**src/hdl/box3x3_mean_threshold_marker_core_assert.svh**
```systemverilog
// Assertion helpers used by the top RTL file of the 3x3 mean threshold core.
`ifndef BOX3X3_MEAN_THRESHOLD_MARKER_CORE_ASSERT_SVH
`define BOX3X3_MEAN_THRESHOLD_MARKER_CORE_ASSERT_SVH

// Check a property on every clock edge outside reset.
`define BMTM_ASSERT(lbl, clk, rst_n, prop, msg) \
  lbl: assert property (@(posedge clk) disable iff (!rst_n) prop) else $error(msg);

// Check that a condition never holds outside reset.
`define BMTM_ASSERT_NEVER(lbl, clk, rst_n, cond, msg) \
  lbl: assert property (@(posedge clk) disable iff (!rst_n) !(cond)) else $error(msg);

`endif

```
**src/hdl/bmtm_pkg.sv**
```systemverilog
`default_nettype none

package bmtm_pkg;

  typedef logic [7:0]  pix_t;
  typedef logic [9:0]  colsum_t;
  typedef logic [11:0] sum_t;
  typedef logic [5:0]  cell_row_t;
  typedef logic [6:0]  cell_col_t;
  typedef logic [7:0]  cfg_data_t;
  typedef logic [1:0]  cfg_idx_t;

  localparam int COLS_W = 8;
  localparam int ROWS_W = 7;

  // Configuration register indexes.
  localparam cfg_idx_t REG_THRESHOLD = 2'd0;
  localparam cfg_idx_t REG_COLS      = 2'd1;
  localparam cfg_idx_t REG_ROWS      = 2'd2;

  localparam int THRESHOLD_RST = 10;
  localparam int COLS_RST      = 80;
  localparam int ROWS_RST      = 20;
  localparam int MIN_DIM       = 3;
  localparam int DIVISOR       = 9;

  // Per-item tag computed at acceptance and carried with the pixel.
  typedef struct packed {
    logic      emit;
    logic      last;
    cell_row_t cell_row;
    cell_col_t cell_col;
  } tag_t;

  typedef struct packed {
    logic      is_star;
    cell_row_t cell_row;
    cell_col_t cell_col;
    sum_t      window_sum;
    logic      last;
  } res_t;

endpackage

`default_nettype wire

```
**src/hdl/bmtm_if.sv**
```systemverilog
`default_nettype none

interface bmtm_pixel_if;
  logic            valid;
  logic            ready;
  bmtm_pkg::pix_t  pixel;

  modport source (output valid, output pixel, input ready);
  modport sink   (input valid, input pixel, output ready);
endinterface

interface bmtm_result_if;
  logic                 valid;
  logic                 ready;
  logic                 is_star;
  bmtm_pkg::cell_row_t  cell_row;
  bmtm_pkg::cell_col_t  cell_col;
  bmtm_pkg::sum_t       window_sum;
  logic                 last;

  modport source (output valid, output is_star, output cell_row, output cell_col,
                  output window_sum, output last, input ready);
  modport sink   (input valid, input is_star, input cell_row, input cell_col,
                  input window_sum, input last, output ready);
endinterface

`default_nettype wire

```
**src/hdl/bmtm_ram.sv**
```systemverilog
`default_nettype none

module bmtm_ram #(
  parameter int WIDTH = 16,
  parameter int DEPTH = 128
) (
  input  wire logic                     clk_i,
  input  wire logic                     we_i,
  input  wire logic [$clog2(DEPTH)-1:0] waddr_i,
  input  wire logic [WIDTH-1:0]         wdata_i,
  input  wire logic                     re_i,
  input  wire logic [$clog2(DEPTH)-1:0] raddr_i,
  output logic      [WIDTH-1:0]         rdata_o
);

  logic [WIDTH-1:0] mem_q [DEPTH];

  always_ff @(posedge clk_i) begin
    if (we_i) begin
      mem_q[waddr_i] <= wdata_i;
    end
    if (re_i) begin
      rdata_o <= mem_q[raddr_i];
    end
  end

endmodule

`default_nettype wire

```
**src/hdl/bmtm_scan.sv**
```systemverilog
`default_nettype none

module bmtm_scan #(
  parameter int MAX_COLS = 128,
  parameter int MAX_ROWS = 64
) (
  input  wire logic                        clk_i,
  input  wire logic                        rst_ni,
  input  wire logic                        cfg_we_i,
  input  wire bmtm_pkg::cfg_idx_t          cfg_idx_i,
  input  wire bmtm_pkg::cfg_data_t         cfg_data_i,
  input  wire logic                        advance_i,
  output logic [$clog2(MAX_COLS)-1:0]      col_o,
  output bmtm_pkg::tag_t                   tag_o,
  output bmtm_pkg::sum_t                   limit_o
);

  localparam int CW = $clog2(MAX_COLS);
  localparam int RW = $clog2(MAX_ROWS);
  localparam int ColsRstCl = (bmtm_pkg::COLS_RST > MAX_COLS) ? MAX_COLS : bmtm_pkg::COLS_RST;
  localparam int RowsRstCl = (bmtm_pkg::ROWS_RST > MAX_ROWS) ? MAX_ROWS : bmtm_pkg::ROWS_RST;
  localparam logic [CW-1:0] ColLastRst = CW'(ColsRstCl - 1);
  localparam logic [RW-1:0] RowLastRst = RW'(RowsRstCl - 1);
  localparam bmtm_pkg::sum_t LimitRst =
    bmtm_pkg::sum_t'(bmtm_pkg::THRESHOLD_RST * bmtm_pkg::DIVISOR + bmtm_pkg::DIVISOR - 1);

  logic [CW-1:0]  col_q, col_d, col_last_q, col_last_d;
  logic [RW-1:0]  row_q, row_d, row_last_q, row_last_d;
  bmtm_pkg::sum_t limit_q, limit_d;
  logic           geom_wr;
  int unsigned    cols_req, rows_req;

  // Clamp requested geometry and keep the last index of each dimension.
  always_comb begin
    cols_req = 32'(cfg_data_i[bmtm_pkg::COLS_W-1:0]);
    rows_req = 32'(cfg_data_i[bmtm_pkg::ROWS_W-1:0]);
    if (cols_req < bmtm_pkg::MIN_DIM) cols_req = bmtm_pkg::MIN_DIM;
    if (cols_req > MAX_COLS)          cols_req = MAX_COLS;
    if (rows_req < bmtm_pkg::MIN_DIM) rows_req = bmtm_pkg::MIN_DIM;
    if (rows_req > MAX_ROWS)          rows_req = MAX_ROWS;
  end

  always_comb begin
    col_last_d = col_last_q;
    row_last_d = row_last_q;
    limit_d    = limit_q;
    geom_wr    = 1'b0;
    if (cfg_we_i) begin
      case (cfg_idx_i)
        bmtm_pkg::REG_THRESHOLD: begin
          // mean > thr  <=>  sum > 9*thr + 8
          limit_d = bmtm_pkg::sum_t'(bmtm_pkg::sum_t'(cfg_data_i) *
                                     bmtm_pkg::sum_t'(bmtm_pkg::DIVISOR)) +
                    bmtm_pkg::sum_t'(bmtm_pkg::DIVISOR - 1);
        end
        bmtm_pkg::REG_COLS: begin
          col_last_d = CW'(cols_req - 32'd1);
          geom_wr    = 1'b1;
        end
        bmtm_pkg::REG_ROWS: begin
          row_last_d = RW'(rows_req - 32'd1);
          geom_wr    = 1'b1;
        end
        default: ;
      endcase
    end
  end

  always_comb begin
    col_d = col_q;
    row_d = row_q;
    if (geom_wr) begin
      col_d = '0;
      row_d = '0;
    end else if (advance_i) begin
      if (col_q == col_last_q) begin
        col_d = '0;
        row_d = (row_q == row_last_q) ? '0 : RW'(row_q + 1'b1);
      end else begin
        col_d = CW'(col_q + 1'b1);
      end
    end
  end

  always_ff @(posedge clk_i or negedge rst_ni) begin
    if (!rst_ni) begin
      col_q      <= '0;
      row_q      <= '0;
      col_last_q <= ColLastRst;
      row_last_q <= RowLastRst;
      limit_q    <= LimitRst;
    end else begin
      col_q      <= col_d;
      row_q      <= row_d;
      col_last_q <= col_last_d;
      row_last_q <= row_last_d;
      limit_q    <= limit_d;
    end
  end

  always_comb begin
    tag_o.emit     = (32'(row_q) >= 32'd2) && (32'(col_q) >= 32'd2);
    tag_o.last     = (row_q == row_last_q) && (col_q == col_last_q);
    tag_o.cell_row = bmtm_pkg::cell_row_t'(32'(row_q) - 32'd1);
    tag_o.cell_col = bmtm_pkg::cell_col_t'(32'(col_q) - 32'd1);
  end

  assign col_o   = col_q;
  assign limit_o = limit_q;

endmodule

`default_nettype wire

```
**src/hdl/bmtm_window.sv**
```systemverilog
`default_nettype none

module bmtm_window (
  input  wire logic            clk_i,
  input  wire logic            rst_ni,
  input  wire logic            fire_i,
  input  wire bmtm_pkg::pix_t  px_i,
  input  wire bmtm_pkg::pix_t  up1_i,
  input  wire bmtm_pkg::pix_t  up2_i,
  input  wire bmtm_pkg::tag_t  tag_i,
  input  wire bmtm_pkg::sum_t  limit_i,
  input  wire logic            out_ready_i,
  output logic                 take_ok_o,
  output logic                 out_valid_o,
  output bmtm_pkg::res_t       res_o
);

  // Two previous columns kept as column sums.
  bmtm_pkg::colsum_t cs_old_q, cs_new_q, col_sum;
  bmtm_pkg::sum_t    win_sum;
  logic              out_valid_q, out_valid_d;
  bmtm_pkg::res_t    res_q, res_d;

  always_comb begin
    col_sum = bmtm_pkg::colsum_t'(up2_i) + bmtm_pkg::colsum_t'(up1_i) +
              bmtm_pkg::colsum_t'(px_i);
    win_sum = bmtm_pkg::sum_t'(cs_old_q) + bmtm_pkg::sum_t'(cs_new_q) +
              bmtm_pkg::sum_t'(col_sum);
  end

  assign take_ok_o = !out_valid_q || out_ready_i;

  always_comb begin
    out_valid_d = out_valid_q;
    res_d       = res_q;
    if (out_ready_i) begin
      out_valid_d = 1'b0;
    end
    if (fire_i && tag_i.emit) begin
      out_valid_d      = 1'b1;
      res_d.is_star    = win_sum > limit_i;
      res_d.cell_row   = tag_i.cell_row;
      res_d.cell_col   = tag_i.cell_col;
      res_d.window_sum = win_sum;
      res_d.last       = tag_i.last;
    end
  end

  always_ff @(posedge clk_i or negedge rst_ni) begin
    if (!rst_ni) begin
      cs_old_q    <= '0;
      cs_new_q    <= '0;
      out_valid_q <= 1'b0;
    end else begin
      if (fire_i) begin
        cs_old_q <= cs_new_q;
        cs_new_q <= col_sum;
      end
      out_valid_q <= out_valid_d;
    end
  end

  always_ff @(posedge clk_i) begin
    res_q <= res_d;
  end

  assign out_valid_o = out_valid_q;
  assign res_o       = res_q;

endmodule

`default_nettype wire

```
**src/hdl/box3x3_mean_threshold_marker_core.sv**
```systemverilog
// 3x3 box mean threshold marker.
// Pixels enter on pix_i in row order, one item per valid/ready handshake;
// the raster is cols_in_use wide and rows_in_use tall (clamped to 3..MAX_COLS
// and 3..MAX_ROWS). Each interior cell yields one item on res_o when the pixel
// to its lower right arrives: star flag, cell position, 3x3 sum and a last
// flag on the final interior cell. Border positions yield nothing.
// A result is registered when the pixel that completes it leaves stage 1.
// Throughput: one pixel per cycle while the receiver does not stall, set by
// the single shared line-store RAM (read at acceptance, written from stage 1).
// The receiver may stall: a stalled result waits in the output register and
// the pixel behind it waits in stage 1; pix_i.ready drops in any cycle in
// which both are occupied and res_o.ready is low.
// Configuration writes (cfg_we_i/cfg_idx_i/cfg_data_i) go in while idle; the
// user must keep to this, since the block does not enforce it. Writing either
// geometry register restarts the raster at row 0, column 0. Reset: counters go
// to zero, threshold to 10, geometry to 80x20; the line store is not cleared
// and needs no sweep, as its entries are written before any result reads them.
`default_nettype none
`include "box3x3_mean_threshold_marker_core_assert.svh"

module box3x3_mean_threshold_marker_core #(
  parameter int MAX_COLS = 128,
  parameter int MAX_ROWS = 64
) (
  input  wire logic                clk_i,
  input  wire logic                rst_ni,
  input  wire logic                cfg_we_i,
  input  wire bmtm_pkg::cfg_idx_t  cfg_idx_i,
  input  wire bmtm_pkg::cfg_data_t cfg_data_i,
  bmtm_pixel_if.sink               pix_i,
  bmtm_result_if.source            res_o
);

  localparam int CW = $clog2(MAX_COLS);
  localparam int PW = $bits(bmtm_pkg::pix_t);

  logic             accept, s1_fire, take_ok, out_valid;
  logic [CW-1:0]    col;
  bmtm_pkg::tag_t   tag;
  bmtm_pkg::sum_t   limit;
  bmtm_pkg::res_t   res;
  logic [2*PW-1:0]  ram_rdata;

  // Stage 1: the accepted pixel while its line-store read completes.
  logic             s1_valid_q, s1_valid_d;
  bmtm_pkg::pix_t   s1_px_q;
  logic [CW-1:0]    s1_col_q;
  bmtm_pkg::tag_t   s1_tag_q;

  // Advance stage 1 when the output register can take its result.
  assign s1_fire     = s1_valid_q && take_ok;
  assign pix_i.ready = !s1_valid_q || take_ok;
  assign accept      = pix_i.valid && pix_i.ready;

  always_comb begin
    s1_valid_d = s1_valid_q;
    if (accept) begin
      s1_valid_d = 1'b1;
    end else if (s1_fire) begin
      s1_valid_d = 1'b0;
    end
  end

  always_ff @(posedge clk_i or negedge rst_ni) begin
    if (!rst_ni) begin
      s1_valid_q <= 1'b0;
    end else begin
      s1_valid_q <= s1_valid_d;
    end
  end

  always_ff @(posedge clk_i) begin
    if (accept) begin
      s1_px_q  <= pix_i.pixel;
      s1_col_q <= col;
      s1_tag_q <= tag;
    end
  end

  bmtm_scan #(
    .MAX_COLS (MAX_COLS),
    .MAX_ROWS (MAX_ROWS)
  ) u_scan (
    .clk_i      (clk_i),
    .rst_ni     (rst_ni),
    .cfg_we_i   (cfg_we_i),
    .cfg_idx_i  (cfg_idx_i),
    .cfg_data_i (cfg_data_i),
    .advance_i  (accept),
    .col_o      (col),
    .tag_o      (tag),
    .limit_o    (limit)
  );

  // Line store: upper byte is two rows up, lower byte one row up. Read the
  // new column at acceptance, write back {one row up, pixel} at stage 1.
  // Consecutive items never share a column, so no forwarding is needed.
  bmtm_ram #(
    .WIDTH (2 * PW),
    .DEPTH (MAX_COLS)
  ) u_line_ram (
    .clk_i   (clk_i),
    .we_i    (s1_fire),
    .waddr_i (s1_col_q),
    .wdata_i ({ram_rdata[PW-1:0], s1_px_q}),
    .re_i    (accept),
    .raddr_i (col),
    .rdata_o (ram_rdata)
  );

  bmtm_window u_window (
    .clk_i       (clk_i),
    .rst_ni      (rst_ni),
    .fire_i      (s1_fire),
    .px_i        (s1_px_q),
    .up1_i       (ram_rdata[PW-1:0]),
    .up2_i       (ram_rdata[2*PW-1:PW]),
    .tag_i       (s1_tag_q),
    .limit_i     (limit),
    .out_ready_i (res_o.ready),
    .take_ok_o   (take_ok),
    .out_valid_o (out_valid),
    .res_o       (res)
  );

  assign res_o.valid      = out_valid;
  assign res_o.is_star    = res.is_star;
  assign res_o.cell_row   = res.cell_row;
  assign res_o.cell_col   = res.cell_col;
  assign res_o.window_sum = res.window_sum;
  assign res_o.last       = res.last;

  // Read and write-back must never land on the same line-store entry.
  `BMTM_ASSERT_NEVER(a_ram_same_entry, clk_i, rst_ni,
    accept && s1_fire && (col == s1_col_q), "line store read and write collide")
  // A stalled stage 1 keeps its item and column.
  `BMTM_ASSERT(a_s1_hold, clk_i, rst_ni,
    (s1_valid_q && !s1_fire) |=> (s1_valid_q && $stable(s1_col_q)),
    "stage 1 lost a stalled item")
  // A result never names a border cell.
  `BMTM_ASSERT_NEVER(a_no_border, clk_i, rst_ni,
    out_valid && ((res.cell_row == '0) || (res.cell_col == '0)),
    "result reported for a border cell")

endmodule

`default_nettype wire
```
**src/flat_wrapper.sv**
```systemverilog
// flat-port wrapper written by rule: the top's interface ports become plain ports
module box3x3_mean_threshold_marker_core_flat 
#(
  parameter int MAX_COLS = 128,
  parameter int MAX_ROWS = 64
)
  (clk_i, rst_ni, cfg_we_i, cfg_idx_i, cfg_data_i, pix_i_valid, pix_i_pixel, pix_i_ready, res_o_valid, res_o_is_star, res_o_cell_row, res_o_cell_col, res_o_window_sum, res_o_last, res_o_ready);
  bmtm_pixel_if pix_i_i ();
  bmtm_result_if res_o_i ();
  input  wire logic clk_i;
  input  wire logic rst_ni;
  input  wire logic cfg_we_i;
  input  wire bmtm_pkg::cfg_idx_t cfg_idx_i;
  input  wire bmtm_pkg::cfg_data_t cfg_data_i;
  input wire logic [$bits(pix_i_i.valid)-1:0] pix_i_valid;
  input wire logic [$bits(pix_i_i.pixel)-1:0] pix_i_pixel;
  output wire logic [$bits(pix_i_i.ready)-1:0] pix_i_ready;
  output wire logic [$bits(res_o_i.valid)-1:0] res_o_valid;
  output wire logic [$bits(res_o_i.is_star)-1:0] res_o_is_star;
  output wire logic [$bits(res_o_i.cell_row)-1:0] res_o_cell_row;
  output wire logic [$bits(res_o_i.cell_col)-1:0] res_o_cell_col;
  output wire logic [$bits(res_o_i.window_sum)-1:0] res_o_window_sum;
  output wire logic [$bits(res_o_i.last)-1:0] res_o_last;
  input wire logic [$bits(res_o_i.ready)-1:0] res_o_ready;
  assign pix_i_i.valid = pix_i_valid;
  assign pix_i_i.pixel = pix_i_pixel;
  assign pix_i_ready = pix_i_i.ready;
  assign res_o_valid = res_o_i.valid;
  assign res_o_is_star = res_o_i.is_star;
  assign res_o_cell_row = res_o_i.cell_row;
  assign res_o_cell_col = res_o_i.cell_col;
  assign res_o_window_sum = res_o_i.window_sum;
  assign res_o_last = res_o_i.last;
  assign res_o_i.ready = res_o_ready;
  box3x3_mean_threshold_marker_core #(.MAX_COLS(MAX_COLS), .MAX_ROWS(MAX_ROWS)) u_core (.clk_i(clk_i), .rst_ni(rst_ni), .cfg_we_i(cfg_we_i), .cfg_idx_i(cfg_idx_i), .cfg_data_i(cfg_data_i), .pix_i(pix_i_i), .res_o(res_o_i));
endmodule
```
**config.mk**
```make
export PLATFORM = sky130hd
export DESIGN_NAME = box3x3_mean_threshold_marker_core_flat
export DESIGN_NICKNAME = d
export VERILOG_FILES = /design/src/hdl/bmtm_pkg.sv /design/src/hdl/bmtm_if.sv /design/src/hdl/bmtm_ram.sv /design/src/hdl/bmtm_scan.sv /design/src/hdl/bmtm_window.sv /design/src/hdl/box3x3_mean_threshold_marker_core.sv /design/src/flat_wrapper.sv
export VERILOG_INCLUDE_DIRS = /design/src /design/src/hdl
export SDC_FILE = /design/constraint.sdc
export NUM_CORES = 2
export LEC_CHECK = 0
export ABC_AREA = 0
export BUFFER_PORTS_ARGS = -buffer_cell sky130_fd_sc_hd__buf_2
export CAP_MARGIN = 20
export CORE_ASPECT_RATIO = 2
export CORE_MARGIN = 5
export CORE_UTILIZATION = 35
export CTS_BUF_LIST = sky130_fd_sc_hd__clkbuf_4
export CTS_CLUSTER_SIZE = 40
export DETAILED_ROUTE_END_ITERATION = 6
export PLACE_DENSITY = 0.47
export SYNTH_ARGS = -nofsm -noshare
export SYNTH_HDL_FRONTEND = slang
export SYNTH_HIERARCHICAL = 1
export SYNTH_SLANG_ARGS = --single-unit
```
**constraint.sdc**
```tcl
create_clock -name clk_i -period 5.93 [get_ports clk_i]
set_input_delay 0.593 -clock clk_i [delete_from_list [all_inputs] [get_ports clk_i]]
set_output_delay 0.593 -clock clk_i [all_outputs]
set_load 0.01 [all_outputs]
```
==> metrics.md <==
| Metric | Value |
|---|---|
| Status | `finished, final reports clean` |
| Final hold vios | `0` |
| Seq/Total Area, Yosys | `0.7646` |
| Setup violations, final | `0` |
| WP data arrival | `around 6.2 ns` |
| Area delta synth->final | `14.39%` |
| Vias in the first global route | `44078` |
| Share of power burned in registers | `0.458` |
| Drt first pass iters | `5` |
| First-pass GRT wire length | `between 300000 and 400000 µm` |
| RSZ-0062 raised after global routing | `no` |
| GRT overflow | `0` |
| Clock Pin Slew Worst Setup and Hold Paths | `around 0.070 ns` |
| CP max stage delay | `between 0.5 and 0.6 ns` |
| Dpl cell area | `a little over 90000 µm²` |
| Unique cell type count in the Yosys netlist | `60` |
| Largest cells by area after synthesis | `edfxtp_1 (75%), mux4_2 (18%), dfrtp_1 (1.4%)` |
| Crit start category | `flip-flop` |
| Sw power | `around 12 mW` |
| FMAX | `about 0.19 GHz` |
| IO Pins | `52` |
| Final period util | `0.8870` |
| Largest net degree at the start of global routing | `129` |
| Post-DP HPWL | `approximately 140000 µm` |
| CP Capture Type | `flip-flop` |
| Crit-path cells | `fa_1, ha_2, inv_1, fa_2, nor2b_1, o31a_1, a21oi_2, fa_1, ha_4, and3_4, a2111oi_4, o21ai_1, a21oi_1, xor2_1, ha_1, nand4_1, nor2_1, a2111oi_0, a21oi_1` |
| Clock Skews | `about 0.097 ns` |
| Fin cells | `between 7000 and 8000` |
| Syn_nets | `3729` |
| Syn avg cell area | `between 20 and 25 µm²` |
| Switch share | `0.2989` |
| Max Cap Viol | `0` |
| Pwr/cell area | `415.7 nW/µm²` |
| Initial Utilization | `0.3512` |
| Worst Max-Slew Pin Slew | `between 1 and 1.5 ns` |
| Initial antenna violation count | `21` |
| Hold Worst Slack | `approximately 0.38 ns` |
| Layout cells sized above 1 | `0.3901` |
| Setup TNS Final | `0 ns` |
| Commonest cells in the netlist | `edfxtp_1 (2121), mux4_2 (672), nor2_1 (144)` |
| Post-synth top area share | `0.7469` |
| Finished Cell Area | `between 90000 and 100000 µm²` |
| Routability cong. | `approximately 0.82` |
| Clk sinks | `2181` |
| Crit path buf inv count | `1` |
| Critical Path RT | `slightly below 7 ns` |
| Final core utilization | `0.4018` |
| Power share of the clock group | `0.287` |
| Placed cell count | `6941` |
| Full die area | `~250000 µm²` |
| 1st-iter DRT viols | `around 2900` |
| GRT Overall Usage | `0.1805` |
| Post-CTS Resized | `0` |
| Core Footprint | `approximately 240000 µm²` |
| CP Max Fanout | `5` |
| Part of the power in combinational logic | `0.256` |
| Fin nets | `about 4300` |
| Syn Inst Count | `3631` |
| Crit Path Category | `reg2reg` |
| Total Wirelength | `230700 µm` |
| Post-synth EDFFs | `2121` |
| Max clock buf depth | `4` |
| Post-route ant nets | `0` |
| CP max stage cell | `fa_1` |
| Slew headroom | `0.3040` |
| Synth Cell Area | `85280 µm²` |
| Final Critical Period | `between 5 and 6 ns` |
| Register bit count reported by yosys | `2181` |
| Most used DFF post-synth | `edfxtp_1` |
| Pleak | `30.37 nW` |
| Die width | `~360 µm` |
| DRC | `0` |
| Worst ir drop on vdd | `0.0005777 V` |
| Worst-Skew Late Latency | `1.29 ns` |
| Power Internal | `approximately 28 mW` |
| Synth async-reset ratio | `0.02751` |
| Most numerous cell in the Yosys netlist | `edfxtp_1` |
| PortBufs | `between 50 and 60` |
| Root Driver | `clkbuf_4` |
| CTS tree | `yes` |
| Drt wl/cell | `~29 µm` |
| Worst hold path type | `in2reg` |
| Fillers | `between 20000 and 25000` |
| Die height | `708.1 µm` |
| Vias per cell | `roughly 5.1` |
| Max-slew violation count | `0` |
| Synth warnings | `6` |
| Row count | `256` |
| Cts bufs inserted | `just under 500` |
| H-tree levels | `5` |
| Post-synth top area cell | `edfxtp_1` |
| Via count | `40368` |
| Crit path max-delay family | `adder cells` |
-- power groups by stage --
stage	Combinational (mW)	Clock (mW)	Sequential, mW
final	10.4	11.6	18.6
after global routing	11.3	12.9	18.6
after CTS	10.7	12.1	18.6
after detailed placement	10.6	0	18.9
after global placement	10.5	0	18.9
after floorplan	6.63	0	19.1
-- registers in the layout, summed over array words and instances (netlist names) --
| register | count |
|---|---|
| u_core/s1_valid_q | 1 |
| u_core/u_scan/row_last_q | 6 |
| u_core/s1_tag_q | 15 |
| u_core/s1_px_q | 8 |
| u_core/u_scan/col_o | 7 |
| u_core/u_line_ram/mem_q | 2048 |
| u_core/u_window/res_o | 27 |
| u_core/u_scan/limit_o | 12 |
| u_core/u_scan/row_q | 6 |
| u_core/u_window/cs_new_q | 10 |
| u_core/u_window/cs_old_q | 10 |
| u_core/u_scan/col_last_q | 7 |
| u_core/u_line_ram/rdata_o | 16 |
| u_core/u_window/out_valid_o | 1 |
| u_core/s1_col_q | 7 |
-- layout make-up --
class / instances / area [µm²] / area share
sequential: 2181 / 65220 / 0.6686
multi-input combinational: 1231 / 19320 / 0.1981
clock buffer: 718 / 5390 / 0.05525
tap: 3225 / 4035 / 0.04136
timing repair buffer: 314 / 2605 / 0.02670
clock inverter: 128 / 716.9 / 0.007349
inverter: 37 / 138.9 / 0.001424
antenna: 47 / 117.6 / 0.001206
-- routing by layer --
| layer | wire, µm | GRT usage | vias up |
|---|---|---|---|
| met2 | 132100 | 0.3514 | 995 |
| met4 | 8270 | 0.06761 | 4 |
| met3 | 8586 | 0.02785 | 347 |
| li1 | - | - | 17017 |
| met5 | 27 | 0 | - |
| met1 | 81730 | 0.1955 | 22005 |
-- layout by cell type, fill, tap and decap left out, types with 43 or more instances in the layout --
cell type | synthesis | final
buf_2 | 59 | 51
buf_4 | 1 | 195
clkbuf_4 | 0 | 718
clkinv_1 | 0 | 106
dfrtp_1 | 49 | 43
diode_2 | 0 | 47
dlygate4sd3_1 | 0 | 47
edfxtp_1 | 2121 | 2121
ha_1 | 54 | 51
mux4_2 | 672 | 672
nand2_1 | 54 | 54
nor2_1 | 144 | 112
-- logic make-up (layout without fill, tap and decap cells) --
| logic type | count (synthesis) | in the layout | synth area share |
|---|---|---|---|
| flops | 2181 | 2181 | 0.7646 |
| mux | 714 | 714 | 0.1830 |
| simple gates | 299 | 299 | 0.01646 |
| buf+inv | 219 | 1197 | 0.01092 |
| compound gates | 99 | 99 | 0.007483 |
| fa+ha+maj | 75 | 75 | 0.01285 |
| xor+xnor | 44 | 44 | 0.004695 |
| other cells | 0 | 47 | 0 |
-- metrics by stage --
stage	worst slack (ns)	power, mW
after global routing	0.2960	42.73
after global placement	0.6536	29.46
after CTS	0.6124	41.40
after floorplan	-0.3202	25.72
final	0.6703	40.55
after detailed placement	0.6689	29.53
-- final timing paths --
kind | start | to | slack, ns | cells after the start
setup / recovery | u_core/s1_px_q[1] | u_core/u_window/res_o[26] | 0.67 | 19
hold / removal | cfg_data_i[2] | u_core/u_scan/limit_o[2] | 0.38 | 3
setup reg to reg | u_core/s1_px_q[1] | u_core/u_window/res_o[26] | 0.67 | 19
hold reg to reg | u_core/s1_tag_q[3] | u_core/u_window/res_o[16] | 0.43 | 0
max in group asynchronous | rst_ni | u_core/u_scan/col_o[0] | 4.57 | 4
min in group asynchronous | rst_ni | u_core/s1_valid_q | 0.58 | 4
-- worst reg2reg max path, stage by stage, from the launching register on --
cell	delay (ns)
edfxtp_1	0.42
fa_1	0.56
ha_2	0.20
inv_1	0.06
fa_2	0.40
nor2b_1	0.16
o31a_1	0.22
a21oi_2	0.06
fa_1	0.53
ha_4	0.23
and3_4	0.17
a2111oi_4	0.43
o21ai_1	0.13
a21oi_1	0.20
xor2_1	0.25
ha_1	0.31
nand4_1	0.12
nor2_1	0.07
a2111oi_0	0.39
a21oi_1	0.08
-- what timing repair did --
action	CTS	global route
buffers inserted	0	0
setup endpoints to repair	0	0
hold endpoints to repair	121	0
hold buffers	47	0
(Power assumes the default switching activity.)
